<file path="config.mk">
export PLATFORM = sky130hd
export DESIGN_NAME = slcan_frame_ascii_encoder
export DESIGN_NICKNAME = d
export VERILOG_FILES = /design/src/design/slcan_pkg.sv /design/src/design/slcan_front.sv /design/src/design/slcan_fifo.sv /design/src/design/slcan_back.sv /design/src/design/slcan_frame_ascii_encoder.sv
export SDC_FILE = /design/constraint.sdc
export NUM_CORES = 1
export LEC_CHECK = 0
export ABC_CLOCK_PERIOD_IN_PS = 18400
export BUFFER_PORTS_ARGS = -buffer_cell sky130_fd_sc_hd__buf_2
export CAP_MARGIN = 15
export CELL_PAD_IN_SITES_DETAIL_PLACEMENT = 0
export CELL_PAD_IN_SITES_GLOBAL_PLACEMENT = 2
export CORE_UTILIZATION = 46
export CTS_CLUSTER_SIZE = 12
export DETAILED_ROUTE_END_ITERATION = 16
export HOLD_SLACK_MARGIN = 0.1
export PLACE_DENSITY_LB_ADDON = 0.1
export SLEW_MARGIN = 20
export SYNTH_ARGS = -nofsm -noshare
export SYNTH_HDL_FRONTEND = slang
export SYNTH_SLANG_ARGS = --single-unit
</file>
<file path="constraint.sdc">
create_clock -name clk -period 18.4 [get_ports clk]
set_input_delay 2.76 -clock clk [delete_from_list [all_inputs] [get_ports clk]]
set_output_delay 2.76 -clock clk [all_outputs]
set_load 0.02 [all_outputs]
</file>
<file path="src/design/slcan_pkg.sv">
// Shared types, character codes and helpers for the serial CAN line encoder.
// No dependencies; every other design file imports this package.
`default_nettype none

package slcan_pkg;

  localparam int MAX_DATA_BYTES = 8;

  localparam int ID_W      = 32;
  localparam int LEN_W     = 4;
  localparam int PAYLOAD_W = 64;
  localparam int TIME_W    = 16;
  localparam int CHAR_W    = 8;
  localparam int CNT_W     = 4;
  localparam int CFG_IDX_W = 2;

  localparam logic CMD_FRAME = 1'b0;
  localparam logic CMD_STAMP = 1'b1;

  localparam logic [CFG_IDX_W-1:0] CFG_STAMP_EACH     = 2'd0;
  localparam logic [CFG_IDX_W-1:0] CFG_STAMP_PERIODIC = 2'd1;

  localparam logic [CHAR_W-1:0] CHAR_CR   = 8'd13;
  localparam logic [CHAR_W-1:0] CHAR_T    = 8'h54;
  localparam logic [CHAR_W-1:0] CHAR_Y    = 8'h59;
  localparam logic [CHAR_W-1:0] CHAR_ZERO = 8'h30;

  typedef enum logic {
    KIND_FRAME,
    KIND_STAMP
  } kind_t;

  typedef enum logic [2:0] {
    ST_IDLE,
    ST_HEAD,
    ST_ID,
    ST_LEN,
    ST_DATA,
    ST_TIME,
    ST_CR
  } state_t;

  typedef struct packed {
    kind_t                  kind;
    logic [LEN_W-1:0]       len;
    logic                   stamp;
    logic [ID_W-1:0]        frame_id;
    logic [PAYLOAD_W-1:0]   payload;
    logic [TIME_W-1:0]      time_ms;
  } desc_t;

  localparam logic [CHAR_W-1:0] HEX_DIGITS [16] = '{
    8'h30, 8'h31, 8'h32, 8'h33, 8'h34, 8'h35, 8'h36, 8'h37,
    8'h38, 8'h39, 8'h61, 8'h62, 8'h63, 8'h64, 8'h65, 8'h66
  };

  function automatic logic [CHAR_W-1:0] hex_char(input logic [3:0] nib);
    return HEX_DIGITS[nib];
  endfunction

endpackage

`default_nettype wire

</file>
<file path="src/design/slcan_front.sv">
// Front end: configuration registers, item intake and classification.
// Depends on slcan_pkg; feeds descriptors into slcan_fifo.
`default_nettype none

module slcan_front (
  input  wire logic                            clk,
  input  wire logic                            rst,
  input  wire logic                            cfg_write,
  input  wire logic [slcan_pkg::CFG_IDX_W-1:0] cfg_index,
  input  wire logic                            cfg_data,
  input  wire logic                            item_valid,
  input  wire logic                            q_full,
  output logic                                 item_stall,
  input  wire logic                            cmd,
  input  wire logic [slcan_pkg::ID_W-1:0]      frame_id,
  input  wire logic [slcan_pkg::LEN_W-1:0]     data_len,
  input  wire logic [slcan_pkg::PAYLOAD_W-1:0] payload,
  input  wire logic [slcan_pkg::TIME_W-1:0]    time_ms,
  output logic                                 q_push,
  output slcan_pkg::desc_t                     q_desc
);
  import slcan_pkg::*;

  logic stamp_each_frame;
  logic stamp_periodic;

  always_ff @(posedge clk) begin
    if (rst) begin
      stamp_each_frame <= 1'b0;
      stamp_periodic   <= 1'b0;
    end else if (cfg_write) begin
      if (cfg_index == CFG_STAMP_EACH) begin
        stamp_each_frame <= cfg_data;
      end
      if (cfg_index == CFG_STAMP_PERIODIC) begin
        stamp_periodic <= cfg_data;
      end
    end
  end

  assign item_stall = q_full;

  // drop time-stamp transactions while periodic reporting is off
  assign q_push = item_valid && !item_stall && (cmd == CMD_FRAME || stamp_periodic);

  always_comb begin
    q_desc.kind     = (cmd == CMD_STAMP) ? KIND_STAMP : KIND_FRAME;
    q_desc.len      = (data_len > LEN_W'(MAX_DATA_BYTES)) ? LEN_W'(MAX_DATA_BYTES) : data_len;
    q_desc.stamp    = stamp_each_frame;
    q_desc.frame_id = frame_id;
    q_desc.payload  = payload;
    q_desc.time_ms  = time_ms;
  end

endmodule

`default_nettype wire

</file>
<file path="src/design/slcan_fifo.sv">
// Two-entry descriptor queue between front end and serialiser.
// Depends on slcan_pkg for the descriptor type.
`default_nettype none

module slcan_fifo (
  input  wire logic              clk,
  input  wire logic              rst,
  input  wire logic              push,
  input  wire slcan_pkg::desc_t  push_desc,
  output logic                   full,
  input  wire logic              pop,
  output logic                   q_valid,
  output slcan_pkg::desc_t       q_desc
);
  import slcan_pkg::*;

  desc_t      entries [2];
  logic       wr_ptr;
  logic       rd_ptr;
  logic [1:0] count;

  assign full    = (count == 2'd2);
  assign q_valid = (count != 2'd0);
  assign q_desc  = entries[rd_ptr];

  always_ff @(posedge clk) begin
    if (rst) begin
      wr_ptr <= 1'b0;
      rd_ptr <= 1'b0;
      count  <= 2'd0;
    end else begin
      if (push) begin
        wr_ptr <= !wr_ptr;
      end
      if (pop) begin
        rd_ptr <= !rd_ptr;
      end
      if (push && !pop) begin
        count <= count + 2'd1;
      end else if (pop && !push) begin
        count <= count - 2'd1;
      end
    end
  end

  always_ff @(posedge clk) begin
    if (push) begin
      entries[wr_ptr] <= push_desc;
    end
  end

endmodule

`default_nettype wire

</file>
<file path="src/design/slcan_back.sv">
// Serialiser: walks one descriptor through its line, one character per cycle while char_stall is low.
// Depends on slcan_pkg; drains slcan_fifo into the registered character output.
`default_nettype none

module slcan_back (
  input  wire logic                         clk,
  input  wire logic                         rst,
  input  wire logic                         q_valid,
  input  wire slcan_pkg::desc_t             q_desc,
  output logic                              q_pop,
  output logic                              char_valid,
  input  wire logic                         char_stall,
  output logic [slcan_pkg::CHAR_W-1:0]      out_char,
  output logic                              last
);
  import slcan_pkg::*;

  state_t                 state;
  state_t                 state_next;
  logic [CNT_W-1:0]       cnt;
  logic [CNT_W-1:0]       cnt_next;
  kind_t                  kind;
  logic [LEN_W-1:0]       len;
  logic                   stamp;
  logic [ID_W-1:0]        id_sh;
  logic [PAYLOAD_W-1:0]   data_sh;
  logic [TIME_W-1:0]      time_sh;
  logic                   adv;
  logic [CHAR_W-1:0]      cur_char;
  logic                   cur_last;
  logic [LEN_W:0]         data_span;

  assign adv       = (state != ST_IDLE) && (!char_valid || !char_stall);
  assign q_pop     = q_valid && (state == ST_IDLE || (state == ST_CR && adv));
  assign data_span = {len, 1'b0} - (LEN_W+1)'(1);

  always_comb begin
    state_next = state;
    cnt_next   = cnt;
    case (state)
      ST_IDLE: begin
        if (q_valid) begin
          state_next = ST_HEAD;
        end
      end
      ST_HEAD: begin
        if (adv) begin
          if (kind == KIND_STAMP) begin
            state_next = ST_TIME;
            cnt_next   = CNT_W'(3);
          end else begin
            state_next = ST_ID;
            cnt_next   = CNT_W'(7);
          end
        end
      end
      ST_ID: begin
        if (adv) begin
          cnt_next = cnt - CNT_W'(1);
          if (cnt == '0) begin
            state_next = ST_LEN;
          end
        end
      end
      ST_LEN: begin
        if (adv) begin
          if (len != '0) begin
            state_next = ST_DATA;
            cnt_next   = data_span[CNT_W-1:0];
          end else if (stamp) begin
            state_next = ST_TIME;
            cnt_next   = CNT_W'(3);
          end else begin
            state_next = ST_CR;
          end
        end
      end
      ST_DATA: begin
        if (adv) begin
          cnt_next = cnt - CNT_W'(1);
          if (cnt == '0) begin
            if (stamp) begin
              state_next = ST_TIME;
              cnt_next   = CNT_W'(3);
            end else begin
              state_next = ST_CR;
            end
          end
        end
      end
      ST_TIME: begin
        if (adv) begin
          cnt_next = cnt - CNT_W'(1);
          if (cnt == '0) begin
            state_next = ST_CR;
          end
        end
      end
      ST_CR: begin
        if (adv) begin
          state_next = q_valid ? ST_HEAD : ST_IDLE;
        end
      end
      default: begin
        state_next = ST_IDLE;
      end
    endcase
  end

  always_comb begin
    cur_char = CHAR_CR;
    cur_last = 1'b0;
    case (state)
      ST_HEAD: cur_char = (kind == KIND_STAMP) ? CHAR_Y : CHAR_T;
      ST_ID:   cur_char = hex_char(id_sh[ID_W-1 -: 4]);
      ST_LEN:  cur_char = CHAR_ZERO + CHAR_W'(len);
      ST_DATA: cur_char = hex_char(data_sh[PAYLOAD_W-1 -: 4]);
      ST_TIME: cur_char = hex_char(time_sh[TIME_W-1 -: 4]);
      ST_CR: begin
        cur_char = CHAR_CR;
        cur_last = 1'b1;
      end
      default: begin
        cur_char = CHAR_CR;
        cur_last = 1'b0;
      end
    endcase
  end

  always_ff @(posedge clk) begin
    if (rst) begin
      state      <= ST_IDLE;
      cnt        <= '0;
      char_valid <= 1'b0;
    end else begin
      state <= state_next;
      cnt   <= cnt_next;
      if (adv) begin
        char_valid <= 1'b1;
      end else if (!char_stall) begin
        char_valid <= 1'b0;
      end
    end
  end

  always_ff @(posedge clk) begin
    if (adv) begin
      out_char <= cur_char;
      last     <= cur_last;
    end
    if (q_pop) begin
      kind    <= q_desc.kind;
      len     <= q_desc.len;
      stamp   <= q_desc.stamp;
      id_sh   <= q_desc.frame_id;
      data_sh <= q_desc.payload;
      time_sh <= q_desc.time_ms;
    end else if (adv) begin
      if (state == ST_ID) begin
        id_sh <= id_sh << 4;
      end
      if (state == ST_DATA) begin
        data_sh <= data_sh << 4;
      end
      if (state == ST_TIME) begin
        time_sh <= time_sh << 4;
      end
    end
  end

endmodule

`default_nettype wire

</file>
<file path="src/design/slcan_frame_ascii_encoder.sv">
// Top level of the serial CAN ASCII line encoder: front end, queue, serialiser.
// Depends on slcan_pkg, slcan_front, slcan_fifo and slcan_back.
//
//   channel   handshake                 payload
//   ------    ---------                 -------
//   item      item_valid / item_stall   cmd, frame_id, data_len, payload, time_ms
//   char      char_valid / char_stall   out_char, last
//   cfg       cfg_valid / cfg_ready     cfg_index, cfg_data
//
// One character leaves per cycle when char_stall is low: a frame line is
// 11 + 2*len characters (+4 with stamping), a Y line 6, laid out by the serialiser's
// character sequencer. A two-entry queue lets items arrive while a line is
// still going out. Reset clears configuration, queue and sequencer at once.
// cfg_ready is always high.
`default_nettype none

module slcan_frame_ascii_encoder (
  input  wire logic                            clk,
  input  wire logic                            rst,
  input  wire logic                            cfg_valid,
  output logic                                 cfg_ready,
  input  wire logic [slcan_pkg::CFG_IDX_W-1:0] cfg_index,
  input  wire logic                            cfg_data,
  input  wire logic                            item_valid,
  output logic                                 item_stall,
  input  wire logic                            cmd,
  input  wire logic [slcan_pkg::ID_W-1:0]      frame_id,
  input  wire logic [slcan_pkg::LEN_W-1:0]     data_len,
  input  wire logic [slcan_pkg::PAYLOAD_W-1:0] payload,
  input  wire logic [slcan_pkg::TIME_W-1:0]    time_ms,
  output logic                                 char_valid,
  input  wire logic                            char_stall,
  output logic [slcan_pkg::CHAR_W-1:0]         out_char,
  output logic                                 last
);
  import slcan_pkg::*;

  logic  q_push;
  logic  q_full;
  logic  q_pop;
  logic  q_valid;
  desc_t push_desc;
  desc_t q_desc;

  assign cfg_ready = 1'b1;

  slcan_front u_front (
    .clk        (clk),
    .rst        (rst),
    .cfg_write  (cfg_valid && cfg_ready),
    .cfg_index  (cfg_index),
    .cfg_data   (cfg_data),
    .item_valid (item_valid),
    .q_full     (q_full),
    .item_stall (item_stall),
    .cmd        (cmd),
    .frame_id   (frame_id),
    .data_len   (data_len),
    .payload    (payload),
    .time_ms    (time_ms),
    .q_push     (q_push),
    .q_desc     (push_desc)
  );

  slcan_fifo u_fifo (
    .clk       (clk),
    .rst       (rst),
    .push      (q_push),
    .push_desc (push_desc),
    .full      (q_full),
    .pop       (q_pop),
    .q_valid   (q_valid),
    .q_desc    (q_desc)
  );

  slcan_back u_back (
    .clk        (clk),
    .rst        (rst),
    .q_valid    (q_valid),
    .q_desc     (q_desc),
    .q_pop      (q_pop),
    .char_valid (char_valid),
    .char_stall (char_stall),
    .out_char   (out_char),
    .last       (last)
  );

`ifndef SYNTHESIS
  a_last_is_cr: assert property (@(posedge clk) disable iff (rst)
    (char_valid && last) |-> (out_char == CHAR_CR))
    else $error("line end without carriage return");

  a_frame_queued: assert property (@(posedge clk) disable iff (rst)
    (item_valid && !item_stall && cmd == CMD_FRAME) |=> q_valid)
    else $error("accepted frame missing from queue");

  a_line_start: assert property (@(posedge clk) disable iff (rst)
    (char_valid && !char_stall && last) |=>
      (!char_valid || out_char == CHAR_T || out_char == CHAR_Y))
    else $error("line does not open with T or Y");
`endif

endmodule

`default_nettype wire
</file>
# Yosys cells after proc, flatten, opt, wreduce, memory -nomap -nowiden
# Memory sizes are Yosys's and may differ from the RTL's. A register that Yosys moved wholly into a read port is not among the register bits.
# Index checks and enable logic that the tools add are counted.
dict set report totals {
  reg_bits 141
  latch_bits 0
  mem_bits_rw 236
  romBits 384
  out_inout_bits 12
  word_cells 144
  mem_count 4
}
# name words width rd rd_clocked_by_memory_dff write_ports line_no
set memory_table {}
lappend memory_table {u_fifo.entries 2 118 1 1 1 slcan_fifo.sv:17} ;# desc_t entries [2];
lappend memory_table {{(no name shown)} 16 8 1 0 0 slcan_pkg.sv:58} ;# return HEX_DIGITS[nib];
lappend memory_table {{(no name shown)} 16 8 1 0 0 slcan_pkg.sv:58}
lappend memory_table {{(no name shown)} 16 8 1 0 0 slcan_pkg.sv:58}
dict set report classes {
  addsub 5
  multipliers 0
  n_div 0
  order_cmp 4
  eq_ne 21
  shift 0
  mux 53
  bitwise_logic 4
  reduce_logical 37
}
# op count
set op_table {}
lappend op_table {{$mux 64} 3}
lappend op_table {{$mux 32} 3}
lappend op_table {{$mux 16} 3}
lappend op_table {{$mux 8} 6}
lappend op_table {{$mux 4} 10}
lappend op_table {{$pmux 8 s5} 1}
lappend op_table {{$mux 3} 13}
lappend op_table {{$ne 2x1->1 const B} 12}
lappend op_table {{$pmux 3 s7} 1}
lappend op_table {{$pmux 4 s4} 1}
lappend op_table {{$ge 5x5->1 const B} 3}
lappend op_table {{$not 4->5} 3}
lappend op_table {{$reduce_bool 2->1} 6}
lappend op_table {{$reduce_and 10->1} 1}
lappend op_table {{$reduce_and 2->1} 5}
lappend op_table {{$eq 3x3->1 const B} 3}
lappend op_table {{$mux 1} 9}
lappend op_table {{$reduce_bool 4->1} 2}
lappend op_table {{$sub 4x1->4 const B} 2}
lappend op_table {{$add 6x4->7 const A} 1}
lappend op_table {{$logic_and 1x1->1} 7}
lappend op_table {{$logic_not 1->1} 7}
lappend op_table {{$eq 3x2->1 const B} 2}
lappend op_table {{$mux 2} 3}
lappend op_table {{15 further kinds} 17}

# Longest topological paths before layout
dict set report depth {
  ltp_word 9
  mapped_depth 11
  ltp_nobuf 8
}

# By module
# A second synthesis with hierarchy kept.
dict set report hier_totals {
  hier_cells 956
  hier_area_um2 16432.0
}
# module n_inst cells_per_inst area_each_um2 seq_area_each_um2
set modules_own_cells {}
lappend modules_own_cells {slcan_fifo 1 389 8788.4 7186.9}
lappend modules_own_cells {slcan_back 1 435 6633.9 3943.8}
lappend modules_own_cells {slcan_front 1 130 998.5 40.0}
lappend modules_own_cells {slcan_frame_ascii_encoder 1 2 11.3 0.0}

# Worst setup path before layout
# Ideal clock, no wire load.
dict set report synth_path {
  path_type {input to register}
  startpoint {input port cmd}
  endpoint {memory u_fifo.entries[0][0] (netlist name) (enable)}
  setup_ns 0.597
  arrival_time_ns 7.884
  path_slack_ns 9.919
  cell_stages 3
  path_buffers 0
  cell_sequence {nand2b_1 > nand3b_1 > nor2_1}
}
dict set report synth_between {
  elab_chain_len 5
}
# element line_no
set synth_lines {}
lappend synth_lines {{start: declaration} slcan_frame_ascii_encoder.sv:26} ;# input wire logic cmd,
lappend synth_lines {{$not 1->1} slcan_front.sv:44} ;# assign q_push = item_valid && !item_stall && (cmd == CMD_FRAME || stamp_periodic);
lappend synth_lines {{$logic_or 1x1->1} slcan_front.sv:44}
lappend synth_lines {{$logic_and 1x1->1} slcan_front.sv:44}
lappend synth_lines {{$mux 1} slcan_fifo.sv:47} ;# if (push) begin
lappend synth_lines {{$mux 1 (implied by the code)} slcan_fifo.sv:48} ;# entries[wr_ptr] <= push_desc;
lappend synth_lines {{end: declaration} slcan_fifo.sv:17}
# Every way passes these cells.

# Worst setup path after layout
dict set report layout_path {
  startpoint {input port char_stall}
  endpoint {register u_back.id_sh[29] (enable)}
}
dict set report layout_between {
  elab_chain_len 8
  elab_cells_between_ends 9
  cone_classes {reduce/logical: 9}
}
# element line_no
set layout_lines {}
lappend layout_lines {{start: declaration} slcan_frame_ascii_encoder.sv:32} ;# input wire logic char_stall,
lappend layout_lines {{$logic_not 1->1 *} slcan_back.sv:33} ;# assign adv = (state != ST_IDLE) && (!char_valid || !char_stall);
lappend layout_lines {{$logic_or 1x1->1 *} slcan_back.sv:33}
lappend layout_lines {{$logic_and 1x1->1 *} slcan_back.sv:33}
lappend layout_lines {{$logic_and 1x1->1} slcan_back.sv:34} ;# assign q_pop = q_valid && (state == ST_IDLE || (state == ST_CR && adv));
lappend layout_lines {{$logic_or 1x1->1} slcan_back.sv:34}
lappend layout_lines {{$logic_and 1x1->1} slcan_back.sv:34}
lappend layout_lines {{$reduce_bool 2->1 (no source line)} n/a}
lappend layout_lines {{$reduce_and 2->1 (no source line) *} n/a}
lappend layout_lines {{end signal: assignment} slcan_back.sv:155} ;# id_sh <= q_desc.frame_id;
lappend layout_lines {{end signal: assignment} slcan_back.sv:160} ;# id_sh <= id_sh << 4;
lappend layout_lines {{end: declaration} slcan_back.sv:25} ;# logic [ID_W-1:0] id_sh;
# Mark *: on every way between the ends. The rest lies on a longest branch, timed or not.
# A chain may end at the register's enable or synchronous reset.

==> impl_metrics.sql <==
INSERT INTO impl_metrics (metric_group, metric, value, unit) VALUES
('run', 'maxCapViolCount', '0', ''),
('drt', 'ant_nets', '0', ''),
('global_route', 'grt_remaining_overflow', '0', ''),
('global_route', 'wire_length_of_the_first_global_routing_pass', '44100', 'µm'),
('cells_and_area', 'post_route_cells_drive_above_1_share', '19.1', '%'),
('run_status', 'run_status', 'completed', ''),
('floorplan', 'num_rows', '65', ''),
('sta', 'fin_setup_tns', '0', 'ns'),
('pwr', 'p_leak', '5.77', 'nW'),
('synth', 'syn-cell-area', '0.0150', 'mm²'),
('clocking', 'ctsResizeCount', '0', ''),
('sta', 'finalHoldViolCount', '0', ''),
('clocking', 'post_cts.repair.setup_buffers', '0', ''),
('cells_and_area', 'nets', '1229', ''),
('floorplan', 'total_i_o_pin_count', '137', ''),
('worst_setup_path', 'cp_top_family', 'buffers and inverters', ''),
('clocking', 'hold_buffer_count_at_cts', '0', ''),
('drt', 'drt_wl_total', '28300', 'µm'),
('pwr', 'power_switching', '0.000922', 'W'),
('sta', 'relSlewSlack', '31.1', '%'),
('placed_design', 'post-place-ws', '12.27', 'ns'),
('clocking', 'cts.sink_count', '377', ''),
('sta', 'maxClockFrequency', '0.183', 'GHz'),
('drt', 'via_per_inst', '5.25', ''),
('sta', 'finalClockSkew', '0.0165', 'ns'),
('pwr', 'swShare', '32.2', '%'),
('worst_setup_path', 'critPathMaxStageDelay', '0.74', 'ns'),
('synth', 'synthesis.area_per_instance', '15.6', 'µm²'),
('pwr', 'vdd_drop_max', '0.0000896', 'V'),
('sta', 'post-route-min-period', '5.47', 'ns'),
('drt', 'drt-initial-drc-count', '616', ''),
('synth', 'synth-async-reset-ratio', '0', '%'),
('sta', 'finalSetupViolCount', '0', ''),
('worst_setup_path', 'timing.critical_path.slowest_stage_cell', 'buf_4', ''),
('drt', 'detail_route.first_pass.iterations', '7', ''),
('floorplan', 'effective_utilization_at_floorplan', '47.2', '%'),
('cells_and_area', 'final_util', '54.1', '%'),
('floorplan', 'placeableCoreArea', '0.0319', 'mm²'),
('synth', 'synthCells', '967', ''),
('sta', 'final_min_period_over_clock_period', '29.8', '%'),
('drt', 'drt_wl_cell', '18.2', 'µm'),
('worst_setup_path', 'critPathMaxFanout', '103', ''),
('pwr', 'pwr-share-seq', '47.4', '%'),
('worst_setup_path', 'critical_path.endpoint_type', 'register', ''),
('placed_design', 'place.gp.congestion', '0.747', ''),
('pwr', 'internal_portion_of_total_power', '0.00194', 'W'),
('synth', 'synth-warning-count', '0', ''),
('cells_and_area', 'layout.cells.most_common', 'edfxtp_1', ''),
('global_route', 'number_of_antenna_violations_at_the_first_check_in_global_routing', '1', ''),
('clocking', 'tritoncts', 'yes', ''),
('cells_and_area', 'fillCellCount', '2659', ''),
('worst_setup_path', 'timing.critical_path.mode_cell', 'buf_4', ''),
('worst_setup_path', 'critical_path.startpoint_type', 'input pin', ''),
('synth', 'yosys_most_used_dff', 'edfxtp_1', ''),
('synth', 'synth_edf_count', '362', ''),
('sta', 'worst_margin_slew', '1.03', 'ns'),
('clocking', 'clkLatencyLatePin', '0.53', 'ns'),
('worst_setup_path', 'critPathKind', 'in2reg', ''),
('worst_setup_path', 'critical_path_required', '18.57', 'ns'),
('global_route', 'grtUsageTotal', '17.0', '%'),
('pwr', 'power.share.clock', '25.2', '%'),
('cells_and_area', 'antenna_cells_inserted', '0', ''),
('worst_setup_path', 'worstPathBufferInverterCount', '4', ''),
('cells_and_area', 'finish.cell_count_without_fillers', '1558', ''),
('hold_path', 'hold_class', 'reg2reg', ''),
('clocking', 'cts.path.max_buffers', '3', ''),
('pwr', 'combinationalPowerShare', '27.4', '%'),
('global_route', 'grt_max_degree', '104', ''),
('synth', 'count_of_cell_types_in_the_netlist', '63', ''),
('clocking', 'cts-buffers-inserted', '41', ''),
('sta', 'finalWorstSetupSlack', '12.93', 'ns');
[area by class of cell]
class	count	area, µm²	area share, %
well taps	435	544	3.16
clock inverters	18	100	0.580
clock buffers	54	1070	6.23
repair buffers	145	753	4.37
flip-flops and latches	377	11200	64.8
multi-input cells	509	3520	20.4
inverters	20	77.6	0.450
[power by group through the flow]
stage                     combinational [W]  clock, W  sequential [W]
after floorplan                    0.000598         0         0.00137
after global placement             0.000791         0         0.00137
final                              0.000784  0.000723         0.00136
after global routing               0.000882  0.000779         0.00138
after CTS                          0.000802  0.000744         0.00136
after detailed placement           0.000799         0         0.00137
[state kept, by name (all words and copies together) (netlist names), named ones only]
| signal | cells |
|---|---|
| u_back.last | 1 |
| u_back.data_sh | 64 |
| u_back.time_sh | 16 |
| u_back.state | 3 |
| u_fifo.count | 2 |
| u_back.stamp | 1 |
| u_fifo.wr_ptr | 1 |
| u_back.out_char | 7 |
| u_fifo.rd_ptr | 1 |
| u_back.len | 4 |
| u_front.stamp_periodic | 1 |
| u_back.kind | 1 |
| u_back.cnt | 4 |
| u_back.char_valid | 1 |
| u_fifo.entries | 236 |
| u_back.id_sh | 32 |
| u_front.stamp_each_frame | 1 |
[worst paths after layout]
path                                               start                      to  slack (ns)  cells after the start
worst max-delay path                          char_stall        u_back.id_sh[29]       12.93                      8
worst min-delay path            u_front.stamp_each_frame  u_fifo.entries[0][112]        0.47                      0
worst max register to register           u_back.state[1]        u_back.id_sh[29]       14.29                      7
worst min register to register  u_front.stamp_each_frame  u_fifo.entries[0][112]        0.47                      0
[metrics by stage]
step	power, W	hold WS, ns	area [µm²]
after floorplan	0.00197	0.425	15000
after global placement	0.00216	0.443	16100
after detailed placement	0.00217	0.455	16100
after CTS	0.00291	0.468	17200
after global routing	0.00304	0.483	17200
final	0.00286	0.472	17200
[cell families (layout without fill, tap and decap cells)]
logic type                 after synthesis  after routing  share of synthesized area (%)
xor gates and xnor gates                 4              4                          0.233
adders and majority gates               10             10                          0.832
other                                    2              2                         0.0499
AOI/OAI and AO/OA                      268            268                           9.87
DFF                                    377            377                           74.3
and+or+nand+nor                        103            103                           3.92
muxes                                  122            122                           8.18
buffers and inverters                   81            237                           2.67
[synthesized netlist by cell type (3+ instances only)]
cell	count	area share (%)
a211oi_1	4	0.20
a21oi_1	11	0.37
a311oi_1	5	0.29
a31oi_1	5	0.21
buf_2	20	0.67
buf_4	9	0.45
buf_6	3	0.22
clkbuf_1	14	0.35
clkbuf_2	13	0.43
dfxtp_1	15	2.0
edfxtp_1	362	72
ha_1	10	0.83
inv_1	19	0.47
mux2_2	6	0.45
mux2i_1	115	7.7
nand2_1	9	0.22
nand2b_1	18	0.75
nand3b_1	8	0.40
nor2_1	35	0.87
nor2b_1	10	0.42
nor3b_1	4	0.20
o21ai_0	187	6.2
o21ai_1	29	0.96
o22ai_1	3	0.12
o32ai_1	3	0.17
or3_1	3	0.12
xor2_1	3	0.17
[per-layer routing]
layer / wire, µm / up-vias / track usage [%]
met4: 587 / 2 / 4.63
li1: - / 3981 / -
met2: 13200 / 172 / 27.3
met5: 11 / - / 0
met1: 13400 / 3974 / 24.0
met3: 1160 / 54 / 2.96
(Power assumes the default switching activity.)
